[src/rtl/bs64_pkg.sv]
`timescale 1ns / 1ps
// ----------------------------------------------------------------------------
// bs64_pkg
// Shared types, character constants and alphabet mapping for the base64 codec.
// ----------------------------------------------------------------------------
package bs64_pkg;

    localparam logic MODE_ENCODE = 1'b0;
    localparam logic MODE_DECODE = 1'b1;

    localparam logic [7:0] CH_UPPER_A = 8'h41;
    localparam logic [7:0] CH_UPPER_Z = 8'h5a;
    localparam logic [7:0] CH_LOWER_A = 8'h61;
    localparam logic [7:0] CH_LOWER_Z = 8'h7a;
    localparam logic [7:0] CH_DIGIT_0 = 8'h30;
    localparam logic [7:0] CH_DIGIT_9 = 8'h39;
    localparam logic [7:0] CH_PLUS    = 8'h2b;
    localparam logic [7:0] CH_SLASH   = 8'h2f;
    localparam logic [7:0] CH_PAD     = 8'h3d;

    localparam logic [5:0] VAL_LOWER_BASE = 6'd26;
    localparam logic [5:0] VAL_DIGIT_BASE = 6'd52;
    localparam logic [5:0] VAL_PLUS       = 6'd62;
    localparam logic [5:0] VAL_SLASH      = 6'd63;

    localparam int GROUP_W = 2;
    localparam int HELD_W  = 18;

    typedef struct packed {
        logic [7:0] in_byte;
        logic       in_last;
    } t_in_item;

    typedef struct packed {
        logic [7:0] out_byte;
        logic       run_last;
        logic       message_end;
    } t_out_item;

    // results caused by one input word, first result in bytes[0]
    typedef struct packed {
        logic [3:0][7:0] bytes;
        logic [2:0]      count;
        logic            msg_last;
    } t_job;

    function automatic logic [7:0] enc_char(input logic [5:0] v);
        logic [7:0] r;
        if (v < VAL_LOWER_BASE) begin
            r = CH_UPPER_A + {2'b00, v};
        end else if (v < VAL_DIGIT_BASE) begin
            r = CH_LOWER_A + {2'b00, v - VAL_LOWER_BASE};
        end else if (v < VAL_PLUS) begin
            r = CH_DIGIT_0 + {2'b00, v - VAL_DIGIT_BASE};
        end else if (v == VAL_PLUS) begin
            r = CH_PLUS;
        end else begin
            r = CH_SLASH;
        end
        return r;
    endfunction

    // anything outside the alphabet, pad included, maps to zero
    function automatic logic [5:0] char_value(input logic [7:0] c);
        logic [5:0] r;
        if (c >= CH_UPPER_A && c <= CH_UPPER_Z) begin
            r = 6'(c - CH_UPPER_A);
        end else if (c >= CH_LOWER_A && c <= CH_LOWER_Z) begin
            r = 6'(c - CH_LOWER_A) + VAL_LOWER_BASE;
        end else if (c >= CH_DIGIT_0 && c <= CH_DIGIT_9) begin
            r = 6'(c - CH_DIGIT_0) + VAL_DIGIT_BASE;
        end else if (c == CH_PLUS) begin
            r = VAL_PLUS;
        end else if (c == CH_SLASH) begin
            r = VAL_SLASH;
        end else begin
            r = 6'd0;
        end
        return r;
    endfunction

endpackage

[src/rtl/bs64_front.sv]
`timescale 1ns / 1ps
// ----------------------------------------------------------------------------
// bs64_front
// Accepts input words, tracks group state and builds the result job per word.
// ----------------------------------------------------------------------------
module bs64_front
    import bs64_pkg::*;
(
    input  logic     i_clk,
    input  logic     i_rst_n,
    input  logic     i_in_valid,
    input  t_in_item i_in_data,
    output logic     o_in_stall,
    input  logic     i_cfg_we,
    input  logic     i_cfg_mode,
    input  logic     i_q_full,
    output logic     o_push,
    output t_job     o_job
);

    logic              r_mode;
    logic [GROUP_W-1:0] r_pos;
    logic [HELD_W-1:0]  r_held;
    logic              r_third_pad;
    logic [GROUP_W-1:0] n_pos;
    logic [HELD_W-1:0]  n_held;
    logic              n_third_pad;
    logic              accept;
    t_job              job;
    logic [7:0]        b;
    logic              last;
    logic [5:0]        d;
    logic [5:0]        va;
    logic [5:0]        vb;
    logic [5:0]        vc;

    assign o_in_stall = i_q_full;
    assign accept     = i_in_valid && !i_q_full;
    assign b          = i_in_data.in_byte;
    assign last       = i_in_data.in_last;
    assign d          = char_value(b);
    assign va         = r_held[17:12];
    assign vb         = r_held[11:6];
    assign vc         = r_held[5:0];

    always_comb begin
        job          = '0;
        job.msg_last = last;
        n_pos        = r_pos;
        n_held       = r_held;
        n_third_pad  = r_third_pad;
        if (r_mode == MODE_ENCODE) begin
            case (r_pos)
                2'd0: begin
                    job.bytes[0] = enc_char(b[7:2]);
                    job.count    = 3'd1;
                    n_held       = {16'd0, b[1:0]};
                    n_pos        = 2'd1;
                    if (last) begin
                        job.bytes[1] = enc_char({b[1:0], 4'b0000});
                        job.bytes[2] = CH_PAD;
                        job.bytes[3] = CH_PAD;
                        job.count    = 3'd4;
                    end
                end
                2'd1: begin
                    job.bytes[0] = enc_char({r_held[1:0], b[7:4]});
                    job.count    = 3'd1;
                    n_held       = {14'd0, b[3:0]};
                    n_pos        = 2'd2;
                    if (last) begin
                        job.bytes[1] = enc_char({b[3:0], 2'b00});
                        job.bytes[2] = CH_PAD;
                        job.count    = 3'd3;
                    end
                end
                default: begin
                    job.bytes[0] = enc_char({r_held[3:0], b[7:6]});
                    job.bytes[1] = enc_char(b[5:0]);
                    job.count    = 3'd2;
                    n_held       = '0;
                    n_pos        = 2'd0;
                end
            endcase
            if (last) begin
                n_pos       = '0;
                n_held      = '0;
                n_third_pad = 1'b0;
            end
        end else begin
            if (r_pos != 2'd3) begin
                if (r_pos == 2'd2) begin
                    n_third_pad = (b == CH_PAD);
                end
                n_held = {r_held[11:0], d};
                n_pos  = r_pos + 2'd1;
                if (last) begin
                    n_pos       = '0;
                    n_held      = '0;
                    n_third_pad = 1'b0;
                end
            end else begin
                job.bytes[0] = {va, vb[5:4]};
                job.bytes[1] = {vb[3:0], vc[5:2]};
                job.bytes[2] = {vc[1:0], d};
                job.count    = 3'd3 - {2'b00, last && (b == CH_PAD)}
                                    - {2'b00, last && r_third_pad};
                n_pos        = '0;
                n_held       = '0;
                n_third_pad  = 1'b0;
            end
        end
    end

    assign o_job  = job;
    assign o_push = accept && (job.count != 3'd0);

    always_ff @(posedge i_clk) begin
        if (!i_rst_n) begin
            r_mode      <= MODE_ENCODE;
            r_pos       <= '0;
            r_held      <= '0;
            r_third_pad <= 1'b0;
        end else if (i_cfg_we) begin
            // a mode write abandons any group in progress
            r_mode      <= i_cfg_mode;
            r_pos       <= '0;
            r_held      <= '0;
            r_third_pad <= 1'b0;
        end else if (accept) begin
            r_pos       <= n_pos;
            r_held      <= n_held;
            r_third_pad <= n_third_pad;
        end
    end

endmodule

[src/rtl/bs64_queue.sv]
`timescale 1ns / 1ps
// ----------------------------------------------------------------------------
// bs64_queue
// Short first-in first-out queue of result jobs between front and back.
// ----------------------------------------------------------------------------
module bs64_queue
    import bs64_pkg::*;
#(
    parameter int DEPTH = 4
)
(
    input  logic i_clk,
    input  logic i_rst_n,
    input  logic i_push,
    input  t_job i_data,
    input  logic i_pop,
    output t_job o_data,
    output logic o_full,
    output logic o_empty
);

    localparam int AW = $clog2(DEPTH);

    t_job          r_mem [DEPTH];
    logic [AW-1:0] r_wr;
    logic [AW-1:0] r_rd;
    logic [AW:0]   r_cnt;
    logic          do_push;
    logic          do_pop;

    assign o_full  = (r_cnt == (AW+1)'(DEPTH));
    assign o_empty = (r_cnt == '0);
    assign o_data  = r_mem[r_rd];
    assign do_push = i_push && !o_full;
    assign do_pop  = i_pop && !o_empty;

    always_ff @(posedge i_clk) begin
        if (do_push) begin
            r_mem[r_wr] <= i_data;
        end
    end

    always_ff @(posedge i_clk) begin
        if (!i_rst_n) begin
            r_wr  <= '0;
            r_rd  <= '0;
            r_cnt <= '0;
        end else begin
            if (do_push) begin
                r_wr <= (r_wr == AW'(DEPTH - 1)) ? '0 : r_wr + 1'b1;
            end
            if (do_pop) begin
                r_rd <= (r_rd == AW'(DEPTH - 1)) ? '0 : r_rd + 1'b1;
            end
            case ({do_push, do_pop})
                2'b10:   r_cnt <= r_cnt + 1'b1;
                2'b01:   r_cnt <= r_cnt - 1'b1;
                default: r_cnt <= r_cnt;
            endcase
        end
    end

endmodule

[src/rtl/bs64_back.sv]
`timescale 1ns / 1ps
// ----------------------------------------------------------------------------
// bs64_back
// Sends queued job results one word per cycle unless the output stalls.
// ----------------------------------------------------------------------------
module bs64_back
    import bs64_pkg::*;
(
    input  logic      i_clk,
    input  logic      i_rst_n,
    input  t_job      i_job,
    input  logic      i_q_empty,
    output logic      o_pop,
    output logic      o_idle,
    output logic      o_out_valid,
    output t_out_item o_out_data,
    input  logic      i_out_stall
);

    t_job       r_job;
    t_job       n_job;
    logic       r_busy;
    logic       n_busy;
    logic [1:0] r_idx;
    logic [1:0] n_idx;
    logic       r_out_valid;
    logic       n_out_valid;
    t_out_item  r_out;
    t_out_item  n_out;
    logic       adv;
    logic       fin;

    // output register moves when empty or when its word is taken
    assign adv = !r_out_valid || !i_out_stall;
    assign fin = ({1'b0, r_idx} + 3'd1) == r_job.count;

    always_comb begin
        n_job       = r_job;
        n_busy      = r_busy;
        n_idx       = r_idx;
        n_out_valid = r_out_valid;
        n_out       = r_out;
        o_pop       = 1'b0;
        if (adv && r_busy) begin
            n_out_valid       = 1'b1;
            n_out.out_byte    = r_job.bytes[r_idx];
            n_out.run_last    = fin;
            n_out.message_end = fin && r_job.msg_last;
            if (fin) begin
                n_busy = 1'b0;
                n_idx  = '0;
            end else begin
                n_idx = r_idx + 2'd1;
            end
        end else if (adv) begin
            n_out_valid = 1'b0;
        end
        // refill the job register without a bubble between jobs
        if (!n_busy && !i_q_empty) begin
            o_pop  = 1'b1;
            n_job  = i_job;
            n_busy = 1'b1;
            n_idx  = '0;
        end
    end

    always_ff @(posedge i_clk) begin
        r_job <= n_job;
        r_out <= n_out;
    end

    always_ff @(posedge i_clk) begin
        if (!i_rst_n) begin
            r_busy      <= 1'b0;
            r_idx       <= '0;
            r_out_valid <= 1'b0;
        end else begin
            r_busy      <= n_busy;
            r_idx       <= n_idx;
            r_out_valid <= n_out_valid;
        end
    end

    assign o_out_valid = r_out_valid;
    assign o_out_data  = r_out;
    assign o_idle      = !r_busy && !r_out_valid;

endmodule

[src/rtl/base64_stream_codec_core.sv]
`timescale 1ns / 1ps
// ----------------------------------------------------------------------------
// base64_stream_codec_core
// Streaming base64 encoder / decoder with a mode register.
// ----------------------------------------------------------------------------
// One input word is taken per cycle while the job queue has room; the front
// stage turns it into up to four result words in that same cycle. Results
// leave through a registered output at one word per cycle while the output
// is not stalled, so in encoding the output port sets the sustained rate:
// two characters for the third byte of each triple, up to four for a final
// byte. When the block is empty the first result passes through the job
// queue, the job register of the back stage and the output register. Mode
// writes are taken only when the queue and the output are empty and no input
// word is offered; a write clears any group in progress.
module base64_stream_codec_core
    import bs64_pkg::*;
#(
    parameter int QUEUE_DEPTH = 4
)
(
    input  logic      i_clk,
    input  logic      i_rst_n,
    input  logic      i_in_valid,
    input  t_in_item  i_in_data,
    output logic      o_in_stall,
    output logic      o_out_valid,
    output t_out_item o_out_data,
    input  logic      i_out_stall,
    input  logic      i_cfg_valid,
    input  logic      i_cfg_data,
    output logic      o_cfg_ready
);

    logic push;
    logic pop;
    logic q_full;
    logic q_empty;
    logic back_idle;
    logic cfg_we;
    t_job push_job;
    t_job head_job;

    // no input word may land on the same edge as a mode write
    assign o_cfg_ready = q_empty && back_idle && !i_in_valid;
    assign cfg_we      = i_cfg_valid && o_cfg_ready;

    bs64_front u_front (
        .i_clk      (i_clk),
        .i_rst_n    (i_rst_n),
        .i_in_valid (i_in_valid),
        .i_in_data  (i_in_data),
        .o_in_stall (o_in_stall),
        .i_cfg_we   (cfg_we),
        .i_cfg_mode (i_cfg_data),
        .i_q_full   (q_full),
        .o_push     (push),
        .o_job      (push_job)
    );

    bs64_queue #(
        .DEPTH (QUEUE_DEPTH)
    ) u_queue (
        .i_clk   (i_clk),
        .i_rst_n (i_rst_n),
        .i_push  (push),
        .i_data  (push_job),
        .i_pop   (pop),
        .o_data  (head_job),
        .o_full  (q_full),
        .o_empty (q_empty)
    );

    bs64_back u_back (
        .i_clk       (i_clk),
        .i_rst_n     (i_rst_n),
        .i_job       (head_job),
        .i_q_empty   (q_empty),
        .o_pop       (pop),
        .o_idle      (back_idle),
        .o_out_valid (o_out_valid),
        .o_out_data  (o_out_data),
        .i_out_stall (i_out_stall)
    );

endmodule

[config.mk]
export PLATFORM = sky130hd
export DESIGN_NAME = base64_stream_codec_core
export DESIGN_NICKNAME = d
export VERILOG_FILES = /design/src/rtl/bs64_pkg.sv /design/src/rtl/bs64_front.sv /design/src/rtl/bs64_queue.sv /design/src/rtl/bs64_back.sv /design/src/rtl/base64_stream_codec_core.sv
export SDC_FILE = /design/constraint.sdc
export NUM_CORES = 1
export LEC_CHECK = 0
export CAP_MARGIN = 0
export CORE_UTILIZATION = 47
export DETAILED_ROUTE_END_ITERATION = 10
export DONT_BUFFER_PORTS = 1
export SLEW_MARGIN = 20
export SYNTH_ARGS = -nofsm -noshare
export SYNTH_HDL_FRONTEND = slang
export SYNTH_SLANG_ARGS = --single-unit
export TNS_END_PERCENT = 20
[constraint.sdc]
create_clock -name i_clk -period 10.8 [get_ports i_clk]
set_input_delay 2.16 -clock i_clk [delete_from_list [all_inputs] [get_ports i_clk]]
set_output_delay 2.16 -clock i_clk [all_outputs]
set_load 0.1 [all_outputs]
==> key figures <==
Clock network
  • Worst-path clk slew: 0.07 ns
  • Setup Fix Bufs, Post-CTS: 0
  • Worst skew pair latency: 0.43 ns
  • H-tree levels: 4
  • Clock sinks: 188
  • Clock Tree Root: clkbuf_16
  • CTS tree: yes
  • Hold Buf Count CTS: 0
  • Clock Path Buffers: 2
  • CTS Buf Count: 17
  • Post-cts gate resize count: 0

Critical path
  • Worst r2r path cells: 13
  • CP required: 8.64 ns
  • Critical path's largest stage delay: 0.80 ns
  • Crit. Startpoint: i_in_valid
  • CP arrival: 3.15 ns
  • R2r setup slk: ~7 ns
  • Worst path top cell family by delay: simple AND/OR/NAND/NOR gates
  • Worst Setup End Kind: output port
  • CP Buf/Inv Count: 0
  • Reg2reg start: u_back.r_idx[0]
  • CP Depth: 2
  • Worst flop-to-flop path endpoint: u_queue.r_cnt[2]
  • WS Path Type: in2out
  • Startpoint types: primary input
  • CP max stage cell: and2_1
  • Worst Setup EP: o_cfg_ready
  • Critical-path cell list: nor3_1, and2_1
  • Max FO, Critical Path: 3

Final layout
  • Most common cell after layout, fill and taps aside: edfxtp_1
  • Ant diodes: 0
  • Fillers: between 1500 and 2000
  • P&R area growth vs syn: 7.973%
  • Number of nets in the layout: 943
  • Commonest cells after routing, fill and taps aside: edfxtp_1 (155), nand2_1 (82), a21oi_1 (61)
  • Share of layout cells above drive strength 1: between 10% and 20%

Synthesis
  • Number of flops mapped to enable cells by yosys: 155
  • Async S/R FF share, synth: 0%
  • Synthesized area: 0.01044 mm²
  • Seq/Total Area, Yosys: 50.93%
  • Cells after Synth: 894
  • Post-synthesis area per instance: approximately 12 µm²
  • Synth Warn #: 0
  • Yosys reg bits: between 150 and 200
  • Count of different cell masters after synthesis: 76
  • Synth Flop Type: edfxtp_1
  • Syn nets: just under 1000

Floorplan
  • Die Wd: 151.0 µm
  • Die Span Y: 151.0 µm
  • Row count: 54
  • Core area: 0.02182 mm²
  • Die Area: between 0.02 and 0.025 mm²
  • I/O pin count: 28
  • Initial core utilization: between 40% and 50%

Place
  • Pre-CTS WS: 5.380 ns
  • DP HPWL: 19160 µm
  • Port bufs: 0
  • Routability cong.: 0.9204

STA
  • Final-report setup violation count: 0
  • RSZ-0062 raised after global routing: false
  • Fin crit share: 49.21%
  • Endpoints failing hold: 0
  • Measured slew at the worst slew-check pin: 1.018 ns
  • Minimum clock period: 5.314 ns
  • Worst setup margin: 5.486 ns
  • Fmax: 0.1882 GHz
  • Slew Limit Fails: 0
  • Max_slew headroom: ~32%
  • Setup TNS: 0 ns
  • Max Clock Skew: 0.01184 ns

GRT
  • Grt total ovfl: 0
  • Initial antenna violation count: 0
  • Tot GR Track Use: between 20% and 30%
  • Vias in the first global route: roughly 7200
  • First-pass GRT wire length: between 40000 and 50000 µm
  • Largest net degree at the start of global routing: 33

Hold path
  • Min-delay src: u_front.r_held[12]
  • HP Class: reg2reg

Power
  • Worst vdd ir: 0.1126 mV
  • Power per cell area: approximately 220 mW/mm²
  • Static leakage power: 0.003835 µW
  • Overall power: 2492 µW

Detailed routing
  • DR vias: roughly 7100
  • ANT nets after route: 0
  • Final wirelength: 26260 µm
  • DR DRC count: 0
  • First drt pass iteration count: 5
  • WL/cell: 22.58 µm
  • Vias per inst: 6.133
  • Initial DRC Count: 559

Status
  • Status: completed

Run
  • Max-cap viol count: 0
==> area by class of cell <==
class / count / area (µm²) / area share [%]
Sequential cell: 188 / 5318 / 47.19
Multi-Input combinational cell: 625 / 4798 / 42.58
Clock buffer: 19 / 442.9 / 3.931
Tap cell: 280 / 350.3 / 3.109
Clock inverter: 13 / 157.7 / 1.399
Inverter: 27 / 101.3 / 0.8994
Timing Repair Buffer: 11 / 100.1 / 0.8883
==> kinds of logic (layout without fill, tap and decap cells) <==
group	Yosys count	count (layout)	synth area share, %
adder cells (fa/ha/maj)	58	58	7.026
buffers and inverters	81	70	3.201
AND/OR/NAND/NOR	250	250	11.94
AO/OA/AOI/OAI	214	214	13.50
XOR/XNOR	54	54	4.604
flip-flops	188	188	50.93
multiplexers	49	49	8.800
==> how the worst min path moves through the flow <==
| stage | endpoint | slack, ns | cells after the start |
|---|---|---|---|
| floorplan | u_front.r_held[15] | 0.43 | 2 |
| global placement | u_front.r_held[13] | 0.44 | 2 |
| detailed placement | u_front.r_held[12] | 0.45 | 2 |
| CTS | u_front.r_held[12] | 0.46 | 2 |
| global route | u_front.r_held[12] | 0.48 | 2 |
| finish | u_front.r_held[12] | 0.46 | 2 |
==> per-layer routing <==
| metal | part of all wire (%) | track usage [%] |
|---|---|---|
| met1 | 41 | 30.00 |
| met2 | 50 | 41.56 |
| met3 | 4.9 | 3.886 |
| met4 | 3.8 | 10.50 |
| met5 | 0 | 0 |
==> synthesized netlist by cell type, drive strengths merged, types with 12 or more instances <==
master,instances,area (µm²)
edfxtp,155,4654
nand2,82,307.8
a21oi,66,349.1
ha,57,713.2
o21ai,49,249.0
nand3,43,215.2
nor2,36,135.1
mux4,34,765.7
clkbuf,33,123.9
dfxtp,33,660.6
xnor2,32,287.8
inv,26,97.59
xor2,22,192.7
buf,21,108.9
a211oi,17,137.6
and2,16,100.1
nor2b,14,87.58
a31oi,13,81.33
mux2i,13,130.1
nor3,13,80.08
nand2b,12,75.07
==> per-stage QoR <==
| stage | utilization [%] | std cells | hold slack (ns) | instance area (µm²) |
|---|---|---|---|---|
| 2_1_floorplan | - | 894 | 0.4315 | 10440 |
| 3_3_place_gp | 48.85 | 1131 | 0.4442 | 10660 |
| 3_5_place_dp | 48.85 | 1131 | 0.4517 | 10660 |
| 4_1_cts | 51.61 | 1163 | 0.4614 | 11260 |
| 5_1_grt | 51.63 | 1163 | 0.4817 | 11270 |
| 6_report | 51.63 | 1163 | 0.4627 | 11270 |
==> sequential cells by signal, indices dropped and copies added (netlist names) <==
name	count
u_back.r_job	29
u_back.r_busy	1
u_front.r_mode	1
u_back.o_out_valid	1
u_back.o_out_data	10
u_queue.r_wr	2
u_queue.r_rd	2
u_back.r_idx	2
u_front.r_third_pad	1
u_queue.r_mem	116
u_front.r_held	18
u_front.r_pos	2
u_queue.r_cnt	3
==> power breakdown <==
group / switching, µW / internal (µW)
Combinational: 399 / 260
Sequential: 193 / 1020
Clock: 270 / 353
==> tightest hold or removal path, stage by stage, from the launching register on <==
cell and delay (ns):
dfxtp_1 0.32, nand2_1 0.05, a21oi_1 0.05
Power figures use the tool's default switching activity.
